$ cat src/hw/rtl/ffha_pkg.sv
// shared types and codes for the first-fit heap allocator
`default_nettype none
package ffha_pkg;

  typedef enum logic [1:0] {
    OP_ALLOC  = 2'd0,
    OP_FREE   = 2'd1,
    OP_CALLOC = 2'd2,
    OP_RESIZE = 2'd3
  } op_e;

  typedef enum logic [1:0] {
    ST_DONE    = 2'd0,
    ST_FAIL    = 2'd1,
    ST_IGNORED = 2'd2
  } st_e;

  localparam logic [7:0] CFG_HEAP_BASE  = 8'd0;
  localparam logic [7:0] CFG_HEAP_LIMIT = 8'd1;

  typedef struct packed {
    logic [31:0] start;
    logic [31:0] size;
    logic        free;
  } entry_t;

  typedef enum logic [2:0] {
    RA_NONE, RA_SCAN, RA_KM1, RA_J, RA_J1, RA_K1
  } ra_e;

  typedef enum logic [2:0] {
    WR_NONE, WR_K, WR_SPLIT, WR_ALLOC, WR_FREE, WR_MERGE, WR_GROW
  } wr_e;

  typedef enum logic [1:0] {
    CX_ALLOC, CX_FREE, CX_RESZ, CX_RESZ2
  } ctx_e;

  typedef enum logic [4:0] {
    S_IDLE, S_DISP, S_MUL, S_MULCHK, S_A0, S_SCAN_RD, S_SCAN_CHK, S_FOUND,
    S_G1, S_G2, S_G3, S_SPL, S_SH_RD, S_SH_WR, S_SPLIT_WR, S_AFIN,
    S_REL, S_MG0, S_MG1, S_MG2, S_RM_RD, S_RM_WR, S_MG_END, S_FIN
  } state_e;

  typedef struct packed {
    logic latch;
    logic set_req_size;
    logic set_req_prod;
    logic mul;
    logic need_calc;
    logic scan_clr;
    logic scan_inc;
    logic scan_find;
    logic take;
    logic load_ent;
    logic grow_prep;
    logic k_load_cnt;
    logic k_dec;
    logic k_inc;
    logic k_load_j1;
    logic cnt_dec;
    logic j_load_idx;
    logic j_load_idx_m1;
    logic res_ent;
    logic res_ptr;
    logic copy_old;
    logic old_load;
    logic st_set;
    st_e  st_val;
    logic out_load;
    ra_e  raddr;
    wr_e  wr;
  } dp_cmd_t;

  typedef struct packed {
    logic [1:0] cmd;
    logic ptr_zero;
    logic size_zero;
    logic req_zero;
    logic prod_hi_nz;
    logic scan_end;
    logic scan_match;
    logic grow_fail;
    logic split_ok;
    logic sh_more;
    logic mg_skip;
    logic mg_ok;
    logic rm_more;
    logic idx_zero;
    logic fits;
    logic out_free;
  } dp_stat_t;

endpackage
`default_nettype wire

$ cat src/hw/rtl/ffha_ctrl.sv
// sequencer for alloc, free, count-times-size alloc and resize requests
`default_nettype none
module ffha_ctrl
  import ffha_pkg::*;
(
  input  wire logic     clk_i,
  input  wire logic     rst_ni,
  input  wire logic     in_valid_i,
  output logic          in_ready_o,
  input  wire dp_stat_t stat_i,
  output dp_cmd_t       cmd_o
);

  state_e state_q, state_d;
  ctx_e   ctx_q, ctx_d;
  logic   find_q, find_d;
  logic   second_q, second_d;

  always_ff @(posedge clk_i or negedge rst_ni) begin
    if (!rst_ni) begin
      state_q  <= S_IDLE;
      ctx_q    <= CX_ALLOC;
      find_q   <= 1'b0;
      second_q <= 1'b0;
    end else begin
      state_q  <= state_d;
      ctx_q    <= ctx_d;
      find_q   <= find_d;
      second_q <= second_d;
    end
  end

  always_comb begin
    state_d    = state_q;
    ctx_d      = ctx_q;
    find_d     = find_q;
    second_d   = second_q;
    in_ready_o = 1'b0;
    cmd_o      = '0;
    cmd_o.scan_find = find_q;
    unique case (state_q)
      S_IDLE: begin
        in_ready_o = 1'b1;
        if (in_valid_i) begin
          cmd_o.latch = 1'b1;
          state_d     = S_DISP;
        end
      end
      S_DISP: begin
        unique case (op_e'(stat_i.cmd))
          OP_ALLOC: begin
            cmd_o.set_req_size = 1'b1;
            ctx_d   = CX_ALLOC;
            state_d = S_A0;
          end
          OP_FREE: begin
            if (stat_i.ptr_zero) begin
              state_d = S_FIN;
            end else begin
              ctx_d = CX_FREE;
              find_d = 1'b1;
              cmd_o.scan_clr = 1'b1;
              state_d = S_SCAN_RD;
            end
          end
          OP_CALLOC: state_d = S_MUL;
          OP_RESIZE: begin
            if (stat_i.ptr_zero) begin
              cmd_o.set_req_size = 1'b1;
              ctx_d   = CX_ALLOC;
              state_d = S_A0;
            end else begin
              ctx_d = CX_RESZ;
              find_d = 1'b1;
              cmd_o.scan_clr = 1'b1;
              state_d = S_SCAN_RD;
            end
          end
          default: state_d = S_FIN;
        endcase
      end
      S_MUL: begin
        cmd_o.mul = 1'b1;
        state_d   = S_MULCHK;
      end
      S_MULCHK: begin
        if (stat_i.prod_hi_nz) begin
          cmd_o.st_set = 1'b1;
          cmd_o.st_val = ST_FAIL;
          state_d = S_FIN;
        end else begin
          cmd_o.set_req_prod = 1'b1;
          ctx_d   = CX_ALLOC;
          state_d = S_A0;
        end
      end
      S_A0: begin
        if (stat_i.req_zero) begin
          cmd_o.st_set = 1'b1;
          cmd_o.st_val = ST_FAIL;
          state_d = S_FIN;
        end else begin
          cmd_o.need_calc = 1'b1;
          cmd_o.scan_clr  = 1'b1;
          find_d  = 1'b0;
          state_d = S_SCAN_RD;
        end
      end
      S_SCAN_RD: begin
        if (stat_i.scan_end) begin
          if (!find_q) begin
            state_d = S_G1;
          end else begin
            if (ctx_q != CX_RESZ2) begin
              cmd_o.st_set = 1'b1;
              cmd_o.st_val = ST_IGNORED;
            end
            state_d = S_FIN;
          end
        end else begin
          cmd_o.raddr = RA_SCAN;
          state_d = S_SCAN_CHK;
        end
      end
      S_SCAN_CHK: begin
        if (stat_i.scan_match) begin
          cmd_o.take = 1'b1;
          state_d = find_q ? S_FOUND : S_SPL;
        end else begin
          cmd_o.scan_inc = 1'b1;
          state_d = S_SCAN_RD;
        end
      end
      S_FOUND: begin
        if (ctx_q != CX_RESZ || stat_i.size_zero) begin
          state_d = S_REL;
        end else if (stat_i.fits) begin
          cmd_o.res_ptr = 1'b1;
          state_d = S_FIN;
        end else begin
          // grow by moving: allocate first, old block goes afterwards
          cmd_o.old_load     = 1'b1;
          cmd_o.set_req_size = 1'b1;
          state_d = S_A0;
        end
      end
      S_G1: begin
        cmd_o.grow_prep = 1'b1;
        state_d = S_G2;
      end
      S_G2: begin
        if (stat_i.grow_fail) begin
          cmd_o.st_set = 1'b1;
          cmd_o.st_val = ST_FAIL;
          state_d = S_FIN;
        end else begin
          state_d = S_G3;
        end
      end
      S_G3: begin
        cmd_o.wr = WR_GROW;
        state_d  = S_SPL;
      end
      S_SPL: begin
        if (stat_i.split_ok) begin
          cmd_o.k_load_cnt = 1'b1;
          state_d = S_SH_RD;
        end else begin
          state_d = S_AFIN;
        end
      end
      S_SH_RD: begin
        if (stat_i.sh_more) begin
          cmd_o.raddr = RA_KM1;
          state_d = S_SH_WR;
        end else begin
          state_d = S_SPLIT_WR;
        end
      end
      S_SH_WR: begin
        cmd_o.wr    = WR_K;
        cmd_o.k_dec = 1'b1;
        state_d = S_SH_RD;
      end
      S_SPLIT_WR: begin
        cmd_o.wr = WR_SPLIT;
        state_d  = S_AFIN;
      end
      S_AFIN: begin
        cmd_o.wr      = WR_ALLOC;
        cmd_o.res_ent = 1'b1;
        if (ctx_q == CX_RESZ) begin
          // old block may have moved in the table, look it up again
          cmd_o.copy_old = 1'b1;
          cmd_o.scan_clr = 1'b1;
          ctx_d  = CX_RESZ2;
          find_d = 1'b1;
          state_d = S_SCAN_RD;
        end else begin
          state_d = S_FIN;
        end
      end
      S_REL: begin
        cmd_o.wr         = WR_FREE;
        cmd_o.j_load_idx = 1'b1;
        second_d = 1'b0;
        state_d  = S_MG0;
      end
      S_MG0: begin
        if (stat_i.mg_skip) begin
          state_d = S_MG_END;
        end else begin
          cmd_o.raddr = RA_J;
          state_d = S_MG1;
        end
      end
      S_MG1: begin
        cmd_o.load_ent = 1'b1;
        cmd_o.raddr    = RA_J1;
        state_d = S_MG2;
      end
      S_MG2: begin
        if (stat_i.mg_ok) begin
          cmd_o.wr        = WR_MERGE;
          cmd_o.k_load_j1 = 1'b1;
          state_d = S_RM_RD;
        end else begin
          state_d = S_MG_END;
        end
      end
      S_RM_RD: begin
        if (stat_i.rm_more) begin
          cmd_o.raddr = RA_K1;
          state_d = S_RM_WR;
        end else begin
          cmd_o.cnt_dec = 1'b1;
          state_d = S_MG_END;
        end
      end
      S_RM_WR: begin
        cmd_o.wr    = WR_K;
        cmd_o.k_inc = 1'b1;
        state_d = S_RM_RD;
      end
      S_MG_END: begin
        if (!second_q && !stat_i.idx_zero) begin
          cmd_o.j_load_idx_m1 = 1'b1;
          second_d = 1'b1;
          state_d  = S_MG0;
        end else begin
          // resize to zero frees and still reports a null result
          if (ctx_q == CX_RESZ) begin
            cmd_o.st_set = 1'b1;
            cmd_o.st_val = ST_FAIL;
          end
          state_d = S_FIN;
        end
      end
      S_FIN: begin
        if (stat_i.out_free) begin
          cmd_o.out_load = 1'b1;
          state_d = S_IDLE;
        end
      end
      default: state_d = S_IDLE;
    endcase
  end

endmodule
`default_nettype wire

$ cat config.mk
export PLATFORM = sky130hd
export DESIGN_NAME = ffha_ctrl
export DESIGN_NICKNAME = d
export VERILOG_FILES = /design/src/hw/rtl/ffha_pkg.sv /design/src/hw/rtl/ffha_ctrl.sv
export SDC_FILE = /design/constraint.sdc
export NUM_CORES = 1
export LEC_CHECK = 0
export BUFFER_PORTS_ARGS = -buffer_cell sky130_fd_sc_hd__buf_2
export CORE_MARGIN = 4
export CORE_UTILIZATION = 49
export DETAILED_ROUTE_END_ITERATION = 8
export PLACE_DENSITY = 0.81
export SYNTH_ARGS = -nofsm -noshare
export SYNTH_HDL_FRONTEND = slang
export SYNTH_SLANG_ARGS = --single-unit
export TNS_END_PERCENT = 50
$ cat constraint.sdc
create_clock -name clk_i -period 2.1 [get_ports clk_i]
set_clock_uncertainty 0.15 [all_clocks]
set_input_delay 0.42 -clock clk_i [delete_from_list [all_inputs] [get_ports clk_i]]
set_output_delay 0.42 -clock clk_i [all_outputs]
set_load 0.01 [all_outputs]
==> results of run 1 <==
[cell families after synthesis]
family	after synthesis	synth area share [%]
AO/OA/AOI/OAI	48	24.0
XOR/XNOR	2	1.31
adder cells (fa/ha/maj)	5	4.68
buffers and inverters	22	7.20
flip-flops	9	16.8
multiplexers	4	3.18
AND/OR/NAND/NOR	109	42.7
[repair_timing]
item | CTS
hold buffers | 1
setup endpoints to repair | 27
pin swaps | 2
buffers inserted | 5
cloned | 0
hold endpoints to repair | 9
resized for setup | 23
[through the flow]
step | TNS (ps) | std cells | setup slack, ps | hold WS [ps] | instance area [um2]
4_1_cts | -2490 | 316 | -279 | 302 | 2040
3_3_place_gp | -88.8 | 306 | -81.1 | 130 | 1860
2_1_floorplan | 0 | 199 | 67.0 | -25.6 | 1340
3_5_place_dp | -109 | 306 | -75.3 | 137 | 1860
[synth_stat cells (all sizes together)]
library cell and number:
clkbuf 6, buf 7, o31ai 1, nand3 7, xnor2 2, and2 4, o211ai 5, o311ai 3
a32oi 2, or3b 2, nand2 18, a22o 1, o21a 1, o21ai 12, a2bb2oi 1, a21o 1
mux2i 2, nor2b 9, or4 3, nor3 9, o21bai 1, nor4 5, inv 9, a31oi 1
dfrtp 9, o31a 1, nor3b 2, nand2b 8, nand3b 3, and3 1, mux2 2, and3b 1
o32a 2, or2 2, a22oi 1, a211oi 1, or3 6, nor2 28, a21oi 14, nand4b 1
ha 5
[per-layer routing]
| layer | GRT overflow | track usage, % |
|---|---|---|
| met1 | 0 | 58.9 |
| met2 | 0 | 82.4 |
| met3 | 0 | 52.1 |
| met4 | 1 | 57.3 |
| met5 | 0 | 19.0 |
==> impl_metrics.csv, run 1 <==
group,metric,value,unit
run_status,outcome,"stopped before the end",
run_status,haltStage,"global routing",
run_status,error,"[ERROR GRT-0232] Routing congestion too high. Check the congestion heatmap in the GUI.",
floorplanning,ios,53,
synth,yosys_warnings,0,
floorplanning,die_w,60.2,um
synth,ys_types,50,
timing,endpoint_type,"top-level output",
synth,synth_top_area_cell,"dfrtp_1",
clock_network,root_buffer,"clkbuf_4",
global_routing,grt_max_degree,18,
synth,syn_area,0.00134,mm2
timing,grt-worst-endpoint,"cmd_o[30]",
synth,ys_seq_elements,9,
synth,syn_inst,199,
floorplanning,die_h,60.2,um
clock_network,clkSinkCount,9,
synth,avgSynthCellArea,6.72,um2
synth,ys_seq_area_share,16.8,%
synth,synth_area_leaders,"dfrtp_1 17%, nor2_1 7.9%, a21oi_1 5.2%",
placement,port_buffers,52,
clock_network,cts_buffers,3,
global_routing,overflow,1,
floorplanning,start_util,52.6,%
placement,globalplace.congestion,1.07,
floorplanning,rows,18,
global_routing,grt_usage,62.9,%
synth,synth_top_area_share,16.8,%
placement,dp_hpwl,4230,um
clock_network,clockBufferDepth,2,
clock_network,htreeDepth,1,
synth,syn_nets,224,
==> inputs of run 2 (changes only) <==
--- a/config.mk
+++ b/config.mk
@@ -6,10 +6,10 @@
 export NUM_CORES = 1
 export LEC_CHECK = 0
 export BUFFER_PORTS_ARGS = -buffer_cell sky130_fd_sc_hd__buf_2
-export CORE_MARGIN = 4
-export CORE_UTILIZATION = 49
+export CORE_AREA = 4 4 65 67
 export DETAILED_ROUTE_END_ITERATION = 8
-export PLACE_DENSITY = 0.81
+export DIE_AREA = 0 0 69 71
+export PLACE_DENSITY_LB_ADDON = 0.15
 export SYNTH_ARGS = -nofsm -noshare
 export SYNTH_HDL_FRONTEND = slang
 export SYNTH_SLANG_ARGS = --single-unit
==> run 2 against run 1 <==
  * Synthesized cell count stayed put
  * Synthesized area stayed put
  * The flow now finishes, with violations (negative setup slack)
==> impl_metrics.csv, run 2 <==
group,metric,value,unit
layout,n_antenna_cell,0,
synth,ys_types,50,
detailed_routing,firstDrtPassIters,4,
synth,syn_area,0.00134,mm2
hold_path,min_path_cells,3,
placement,globalplace.congestion,0.958,
worst_setup_path,crit_path_max_fanout,4,
synth,syn_nets,224,
clock_network,clockBufferDepth,2,
synth,synth_edf_count,0,
synth,ys_seq_area_share,16.8,%
floorplanning,ios,53,
timing,period_needed,2390,ps
layout,regMostFlops,"state_q",
placement,port_buffers,52,
detailed_routing,wl_per_cell,17.1,um
floorplanning,coreArea,0.00363,mm2
placement,place_inst,328,
synth,yosysMostFrequentCell,"nor2_1",
synth,ys.flop_type,"dfrtp_1",
run_status,failed_checks,"negative setup slack",
detailed_routing,drt-initial-drc-count,118,
synth,syn_inst,199,
clock_network,clkSinkCount,9,
detailed_routing,drc,0,
clock_network,clk_latency,240,ps
timing,finalMaxSlewViolations,0,
worst_setup_path,crit_type,"flop to output pin",
worst_setup_path,cp-start-kind,"flop",
detailed_routing,wl,5940,um
synth,synth_top_area_cell,"dfrtp_1",
layout,nets,325,
power,p_leak,1.15,nW
synth,synth_top_area_share,16.8,%
detailed_routing,routed-via-count,1908,
floorplanning,die_w,69,um
worst_setup_path,r2r_setup_slack,-110,ps
placement,preCtsSetupSlack,-36.6,ps
timing,hold_violations,0,
synth,synth_area_leaders,"dfrtp_1 17%, nor2_1 7.9%, a21oi_1 5.2%",
clock_network,cts_tree,"built",
layout,layout_common_cells,"49 x buf_2, 44 x buf_4, 15 x nor2_1, 14 x buf_6, 13 x nand2_1",
synth,synth_common_cells,"28 x nor2_1, 18 x nand2_1, 14 x a21oi_1",
layout,syn_to_final_growth,79.7,%
power,power_density,1360,mW/mm2
layout,layout_commonest_cell,"buf_2",
layout,largest_reg_flops,5,
clock_network,cts_buffers,3,
global_routing,grt_usage,23.5,%
power,irDropWorstVdd,578,uV
worst_setup_path,required,1530,ps
layout,drive_gt1_share,55.2,%
timing,fin_ws,-287,ps
global_routing,grt_max_degree,20,
global_routing,overflow,0,
timing,worst_pin_slew,473,ps
layout,n_fill_cell,366,
layout,reg_top3,"state_q: 5 flops, ctx_q: 2 flops",
global_routing,antenna_found_initial,0,
detailed_routing,via_per_inst,5.50,
floorplanning,die_h,71,um
timing,fin_setup_tns,-2470,ps
synth,ys_seq_elements,9,
synth,async_flop_share,100,%
synth,avgSynthCellArea,6.72,um2
timing,finalSetupViolCount,23,
global_routing,grt_pass1_vias,1914,
timing,slew_headroom,67.9,%
layout,register_area,229,um2
floorplanning,start_util,36.8,%
worst_setup_path,cp-end-kind,"output pin",
clock_network,root_buffer,"clkbuf_8",
hold_path,holdPathEnd,"find_q",
hold_path,hp-class,"input port to flop",
timing,clock.fmax,419,MHz
flow_run,drv_cap,0,
layout,final_util,66.2,%
worst_setup_path,arrival,1820,ps
floorplanning,rows,22,
worst_setup_path,reg2reg_from,"state_q[3]",
run_status,outcome,"finished, violations left",
clock_network,htreeDepth,1,
clock_network,clk_pin_slew,50,ps
synth,yosys_warnings,0,
layout,multi_input_area,0.00127,mm2
timing,period_share,114,%
detailed_routing,ant_nets,0,
timing,rsz0062_at_grt,"yes",
worst_setup_path,reg2reg_depth,8,
floorplanning,die_area,0.00490,mm2
hold_path,hp-start,"stat_i[12]",
placement,dp_hpwl,4560,um
global_routing,grt_first_pass_wirelength,9320,um
layout,final_cells,347,
worst_setup_path,timing.rr.end,"state_q[2]",
run 2: cell counts after synthesis:
Identical to the previous run, type by type.
run 2: worst max path at each step:
stage / start / end / slack (ps) / cells after the start
detailed placement: state_q[3] / cmd_o[30] / -40 / 4
finish: state_q[3] / cmd_o[30] / -290 / 4
global route: state_q[4] / cmd_o[30] / -350 / 4
global placement: state_q[0] / cmd_o[30] / -10 / 4
CTS: state_q[3] / cmd_o[30] / -260 / 4
floorplan: state_q[3] / cmd_o[30] / 70 / 5
run 2: repair_timing:
item | 4_1_cts | 5_1_grt
gates resized for setup | 35 | 43
hold buffers | 1 | 0
setup endpoints to repair | 26 | 32
hold endpoints to repair | 9 | 0
setup buffers | 13 | 3
pin swaps | 11 | 13
run 2: power by group:
part / total (mW) / switching [mW] / leakage [nW] / internal, mW
logic: 2.67 / 1.40 / 1.01 / 1.28
registers: 0.395 / 0.130 / 0.111 / 0.264
clock network: 0.210 / 0.0799 / 0.0255 / 0.130
run 2: cells by family after synthesis:
group	share of synthesized area [%]
flip-flops	16.8
XOR/XNOR	1.31
adder cells (fa/ha/maj)	4.68
buffers and inverters	7.20
AND/OR/NAND/NOR	42.7
multiplexers	3.18
AO/OA/AOI/OAI	24.0
run 2: per-layer routing:
layer  vias up  track usage (%)  routed length (um)  part of all wire, %
met2        78             40.9                3040                   51
met3        14             4.40                 425                  7.2
met5         -                0                   0                    0
li1        914                -                   -                    -
met1       902             29.0                2340                   39
met4         0             8.03                 133                  2.2
run 2: metrics by stage:
| step | hold WS (ps) | total power, mW | instance area, um2 |
|---|---|---|---|
| final | 380 | 3.28 | 2400 |
| after global routing | 408 | 3.49 | 2400 |
| after CTS | 375 | 2.94 | 2230 |
| after detailed placement | 133 | 2.40 | 1930 |
| after global placement | 138 | 2.40 | 1930 |
| after floorplan | -25.6 | 1.49 | 1340 |
run 2: final cells by class:
cell class              instances  share of cell area [%]
multi-input cells             168                    52.9
repair buffers                109                    31.8
flip-flops and latches          9                    9.53
well taps                      48                    2.50
clock buffers                   3                    1.72
inverters                       9                    1.41
clock inverters                 1                   0.208
run 2: worst max-delay path, cell delays in order (launching register included):
cell and delay, ps:
dfrtp_1 410, or3b_4 460, or4_4 440, o21ai_2 120, buf_2 140
(Power assumes the default switching activity.)
==> inputs of run 3 (changes only) <==
==> constraint.sdc (replaced) <==
create_clock -name clk_i -period 2.51 [get_ports clk_i]
set_clock_uncertainty 0.15 [all_clocks]
set_input_delay 0.502 -clock clk_i [delete_from_list [all_inputs] [get_ports clk_i]]
set_output_delay 0.502 -clock clk_i [all_outputs]
set_load 0.01 [all_outputs]
==> run 3 against run 2 <==
  * The run now ends clean
  * Register-to-register slack improved by 600 ps
  * Worst hold slack improved by 12 ps
  * Sequential share of layout area rose by 2.8 points
  * Non-clock buffer count fell by 34
  * Clock power fell by 18%
  * Routed wire length fell by 14%
  * Core utilization fell by 15 points
  * Sequential cell count did not move
  * Sequential power fell by 15%
  * Design area fell by 23%
  * Largest cell class unchanged
  * Largest power group unchanged
==> impl_metrics.csv, run 3 (same netlist as run 2, synthesis figures left out) <==
group,metric,value,unit
placement,globalplace.congestion,0.960,
global_routing,antenna_found_initial,0,
power,sw_frac_of_total,51.6,%
worst_setup_path,cp-start-kind,"flop",
layout,register_area,229,um2
power,irDropWorstVdd,359,uV
layout,largest_reg_flops,5,
layout,drive_gt1_share,35.5,%
timing,period_needed,2480,ps
global_routing,grt_first_pass_wirelength,8350,um
timing,hold_violations,0,
worst_setup_path,crit_type,"flop to output pin",
layout,n_fill_cell,403,
run_status,outcome,"finished clean",
floorplanning,die_area,0.00490,mm2
power,seqPwrFrac,16.5,%
detailed_routing,wl,5090,um
clock_network,root_buffer,"clkbuf_8",
clock_network,post-cts-setup-buffers,0,
global_routing,overflow,0,
global_routing,grt_usage,21.0,%
clock_network,cts_tree,"built",
detailed_routing,wl_per_cell,16.2,um
layout,layout_common_cells,"52 x buf_2, 27 x nor2_1, 22 x buf_4, 18 x nand2_1, 14 x a21oi_1",
floorplanning,die_h,71,um
layout,regMostFlops,"state_q",
clock_network,clockBufferDepth,2,
timing,clock.fmax,404,MHz
layout,reg_top3,"state_q: 5 flops, ctx_q: 2 flops",
timing,period_share,98.7,%
clock_network,htreeDepth,1,
global_routing,grt_pass1_vias,1636,
detailed_routing,routed-via-count,1740,
floorplanning,coreArea,0.00363,mm2
placement,port_buffers,52,
clock_network,clk_pin_slew,50,ps
worst_setup_path,crit_path_max_fanout,8,
worst_setup_path,cp-end-kind,"output pin",
detailed_routing,via_per_inst,5.56,
timing,worst_pin_slew,316,ps
floorplanning,rows,22,
floorplanning,start_util,36.8,%
layout,n_antenna_cell,0,
power,switchingPower,1.05,mW
timing,slew_headroom,78.6,%
detailed_routing,drt-initial-drc-count,125,
timing,rsz0062_at_grt,"yes",
timing,finalSetupViolCount,0,
worst_setup_path,required,1860,ps
layout,layout_commonest_cell,"buf_2",
detailed_routing,firstDrtPassIters,4,
detailed_routing,drc,0,
layout,multi_input_area,0.00105,mm2
layout,nets,291,
floorplanning,ios,53,
clock_network,cts_buffers,3,
power,p_leak,0.887,nW
placement,dp_hpwl,4150,um
clock_network,clkSinkCount,9,
layout,syn_to_final_growth,38.4,%
timing,fin_hold_ws,392,ps
detailed_routing,ant_nets,0,
layout,final_cells,313,
power,p_clk_share,8.5,%
power,power_report.internal_total,0.984,mW
flow_run,drv_cap,0,
power,power_density,1100,mW/mm2
placement,place_inst,308,
worst_setup_path,arrival,1830,ps
floorplanning,die_w,69,um
hold_path,hp-class,"flop to flop",
power,pwr-share-comb,75.0,%
clock_network,clk_latency,240,ps
timing,finalMaxSlewViolations,0,
global_routing,grt_max_degree,14,
==> run 3: cell count changes in the layout (fill, tap and decap cells not counted), moves of 4 or more <==
cell     previous run  this run
nor2_1             15        27
nand2_1            13        18
buf_4              44        22
nor2_4              6         0
buf_6              14         0
nor2_2              7         1
nand2_4             4         0
==> run 3: final timing paths <==
kind,depth (start not counted),endpoint,slack (ps),from
max,4,cmd_o[30],30,state_q[3]
min,1,ctx_q[1],390,ctx_q[1]
max reg2reg,5,state_q[0],490,state_q[3]
min reg2reg,1,ctx_q[1],390,ctx_q[1]
max in group asynchronous,2,state_q[1],1520,rst_ni
min in group asynchronous,2,second_q,490,rst_ni
==> run 3: timing repair <==
action                                 CTS  global route
hold buffers                             1             0
cloned                                   0             0
endpoints found under the hold margin    9             0
gates resized for setup                  1             8
pin swaps                                0             1
setup endpoints to repair                1             9
==> run 3: cell type report <==
| type | count | area share (%) |
|---|---|---|
| clock inverter | 1 | 0.270 |
| inverter | 9 | 1.83 |
| tap | 48 | 3.25 |
| sequential | 9 | 12.4 |
| multi-input combinational | 168 | 56.5 |
| clock buffer | 3 | 2.23 |
| timing repair buffer | 75 | 23.5 |
==> run 3: power groups by stage <==
stage / registers, mW / logic, mW / clock network (mW)
floorplan: 0.263 / 0.977 / 0
global placement: 0.330 / 1.50 / 0
detailed placement: 0.326 / 1.48 / 0
CTS: 0.325 / 1.49 / 0.178
global route: 0.350 / 1.66 / 0.192
finish: 0.335 / 1.52 / 0.173
==> run 3: worst max-delay path: stages, from the launching register on <==
cell,delay [ps]
dfrtp_2,460
or3b_4,430
or4_1,430
o21ai_1,120
buf_2,140
==> run 3: metrics by stage <==
| step | total power, mW | setup TNS [ps] | util (%) | worst slack [ps] | area, um2 |
|---|---|---|---|---|---|
| 4_1_cts | 1.99 | 0 | 50.0 | 11.3 | 1820 |
| 3_5_place_dp | 1.81 | 0 | 48.5 | 253 | 1760 |
| 2_1_floorplan | 1.24 | 0 | - | 299 | 1340 |
| 6_report | 2.03 | 0 | 50.9 | 32.3 | 1850 |
| 3_3_place_gp | 1.83 | 0 | 48.5 | 229 | 1760 |
| 5_1_grt | 2.20 | -97.5 | 50.9 | -61.4 | 1850 |
==> run 3: metal layers <==
metal | wire [um] | global-route usage, %
met5 | 0 | 0
met4 | 63 | 4.77
met3 | 428 | 4.97
met2 | 2410 | 34.4
met1 | 2190 | 27.9
==> inputs of run 4 (changes only) <==
--- a/config.mk
+++ b/config.mk
@@ -9,6 +9,7 @@
 export CORE_AREA = 4 4 65 67
 export DETAILED_ROUTE_END_ITERATION = 8
 export DIE_AREA = 0 0 69 71
+export MAX_ROUTING_LAYER = met4
 export PLACE_DENSITY_LB_ADDON = 0.15
 export SYNTH_ARGS = -nofsm -noshare
 export SYNTH_HDL_FRONTEND = slang
==> run 4 against run 3 <==
  * Critical path depth increased by 2
  * Clock power decreased by 3%
  * Die area unchanged
  * Register-to-register slack got worse by 60 ps
  * Maximum frequency increased by 0.11%
  * Sequential share of layout area decreased by 0.091 points
  * Worst hold slack about the same
  * Total power increased by 1.9%
  * Via count decreased by 1.2%
  * Setup slack improved by 2.8 ps
  * Count of clock-buffer cells in the layout unchanged
  * Combinational power increased by 4%
  * Critical endpoint is now cmd_o[9]
  * Largest cell class unchanged
  * Highest routed layer unchanged
==> impl_metrics.csv, run 4 (same netlist as run 2, synthesis figures left out) <==
group,metric,value,unit
run_status,outcome,"finished clean",
layout,largest_reg_flops,5,
layout,layout_commonest_cell,"buf_2",
timing,finalMaxSlewViolations,0,
floorplanning,die_w,69,um
floorplanning,ios,53,
placement,post_dp_cell_area,0.00177,mm2
timing,slew_headroom,73.4,%
detailed_routing,drc,0,
detailed_routing,routed-via-count,1719,
detailed_routing,wl,5240,um
layout,final_util,51.3,%
floorplanning,rows,22,
clock_network,cts_tree,"built",
global_routing,grt_first_pass_wirelength,8450,um
flow_run,drv_cap,0,
layout,multi_input_area,0.00104,mm2
power,sw_frac_of_total,51.3,%
power,p_clk_share,8.1,%
floorplanning,die_h,71,um
worst_setup_path,cp-end-kind,"output pin",
timing,fin_ws,35.1,ps
placement,port_buffers,52,
timing,hold_violations,0,
floorplanning,start_util,36.8,%
timing,period_share,98.6,%
timing,worst_pin_slew,395,ps
worst_setup_path,cp-start-kind,"flop",
global_routing,grt_pass1_vias,1745,
global_routing,antenna_found_initial,0,
layout,nets,293,
layout,reg_top3,"state_q: 5 flops, ctx_q: 2 flops",
layout,design_area,0.00186,mm2
layout,regMostFlops,"state_q",
timing,finalSetupViolCount,0,
floorplanning,coreArea,0.00363,mm2
placement,dp_hpwl,4190,um
timing,fin_setup_tns,0,ps
detailed_routing,wl_per_cell,16.6,um
power,switchingPower,1.06,mW
worst_setup_path,arrival,1820,ps
floorplanning,die_area,0.00490,mm2
global_routing,grt_max_degree,15,
clock_network,clk_pin_slew,50,ps
power,seqPwrFrac,15.5,%
clock_network,root_buffer,"clkbuf_8",
power,pwr-share-comb,76.4,%
placement,globalplace.congestion,1.01,
global_routing,overflow,0,
detailed_routing,via_per_inst,5.46,
power,power_density,1110,mW/mm2
layout,drive_gt1_share,36.3,%
power,p_leak,0.901,nW
power,power_report.internal_total,1.01,mW
clock_network,htreeDepth,1,
timing,period_needed,2470,ps
layout,layout_common_cells,"52 x buf_2, 27 x nor2_1, 24 x buf_4, 18 x nand2_1, 14 x a21oi_1",
layout,syn_to_final_growth,39.4,%
global_routing,grt_usage,21.6,%
timing,fin_hold_ws,393,ps
power,irDropWorstVdd,569,uV
worst_setup_path,crit_path_max_fanout,8,
worst_setup_path,crit_type,"flop to output pin",
layout,register_area,229,um2
layout,n_fill_cell,391,
detailed_routing,drt-initial-drc-count,131,
timing,rsz0062_at_grt,"yes",
layout,n_antenna_cell,0,
clock_network,clk_latency,230,ps
placement,preCtsSetupSlack,185,ps
clock_network,cts_buffers,3,
detailed_routing,ant_nets,0,
clock_network,clockBufferDepth,2,
hold_path,hp-class,"flop to flop",
timing,clock.fmax,404,MHz
worst_setup_path,required,1860,ps
detailed_routing,firstDrtPassIters,5,
clock_network,clkSinkCount,9,
-- run 4: changes by cell type in the layout (fill, tap and decap cells not counted) --
| cell | delta |
|---|---|
| buf_4 | +2 |
| nor2b_1 | -1 |
| nor2b_2 | +1 |
| nor3b_1 | -1 |
| nor3b_2 | +1 |
| nor4_1 | +2 |
| nor4_2 | -2 |
| or4_1 | -1 |
| or4_4 | +1 |
-- run 4: metal layers --
metal	GRT usage [%]	vias up	wire length [um]
met5	-	-	0
met4	5.21	0	21
met3	5.82	4	499
met2	34.6	89	2450
met1	27.0	782	2270
li1	-	844	-
-- run 4: worst paths after layout --
check	cells after the start	to	start	slack, ps
setup / recovery	6	cmd_o[9]	state_q[4]	40
hold / removal	1	ctx_q[1]	ctx_q[1]	390
setup reg to reg	7	state_q[4]	state_q[4]	430
hold reg to reg	1	ctx_q[1]	ctx_q[1]	390
max in group asynchronous	2	state_q[3]	rst_ni	1520
min in group asynchronous	2	state_q[0]	rst_ni	500
-- run 4: area by class of cell --
| type | count | area share (%) |
|---|---|---|
| Clock buffer | 3 | 2.21 |
| Clock inverter | 1 | 0.268 |
| Timing Repair Buffer | 77 | 24.2 |
| Sequential cell | 9 | 12.3 |
| Tap cell | 48 | 3.22 |
| Inverter | 9 | 1.81 |
| Multi-Input combinational cell | 168 | 56.0 |
-- run 4: what timing repair did --
action	in CTS	in global routing
hold endpoints to repair	9	0
setup endpoints to repair	4	5
buffers inserted	0	1
gates cloned	0	0
gates resized for setup	4	6
hold buffers	1	0
-- run 4: power groups by stage --
stage | registers [mW] | clock network (mW) | logic (mW)
detailed placement | 0.312 | 0 | 1.51
floorplan | 0.263 | 0 | 0.977
global placement | 0.311 | 0 | 1.55
global route | 0.329 | 0.182 | 1.72
finish | 0.322 | 0.167 | 1.58
CTS | 0.315 | 0.169 | 1.53
-- run 4: worst max-delay path, stage by stage (launching register included) --
cell      delay, ps
dfrtp_2         460
or3b_4          440
nor2_1          170
nand2_1         110
a211oi_2        180
or2_1           120
buf_2           120
-- run 4: through the flow --
step                power, mW  instances
floorplan                1.24        199
global placement         1.86        309
detailed placement       1.82        309
CTS                      2.02        314
global route             2.23        315
finish                   2.07        315
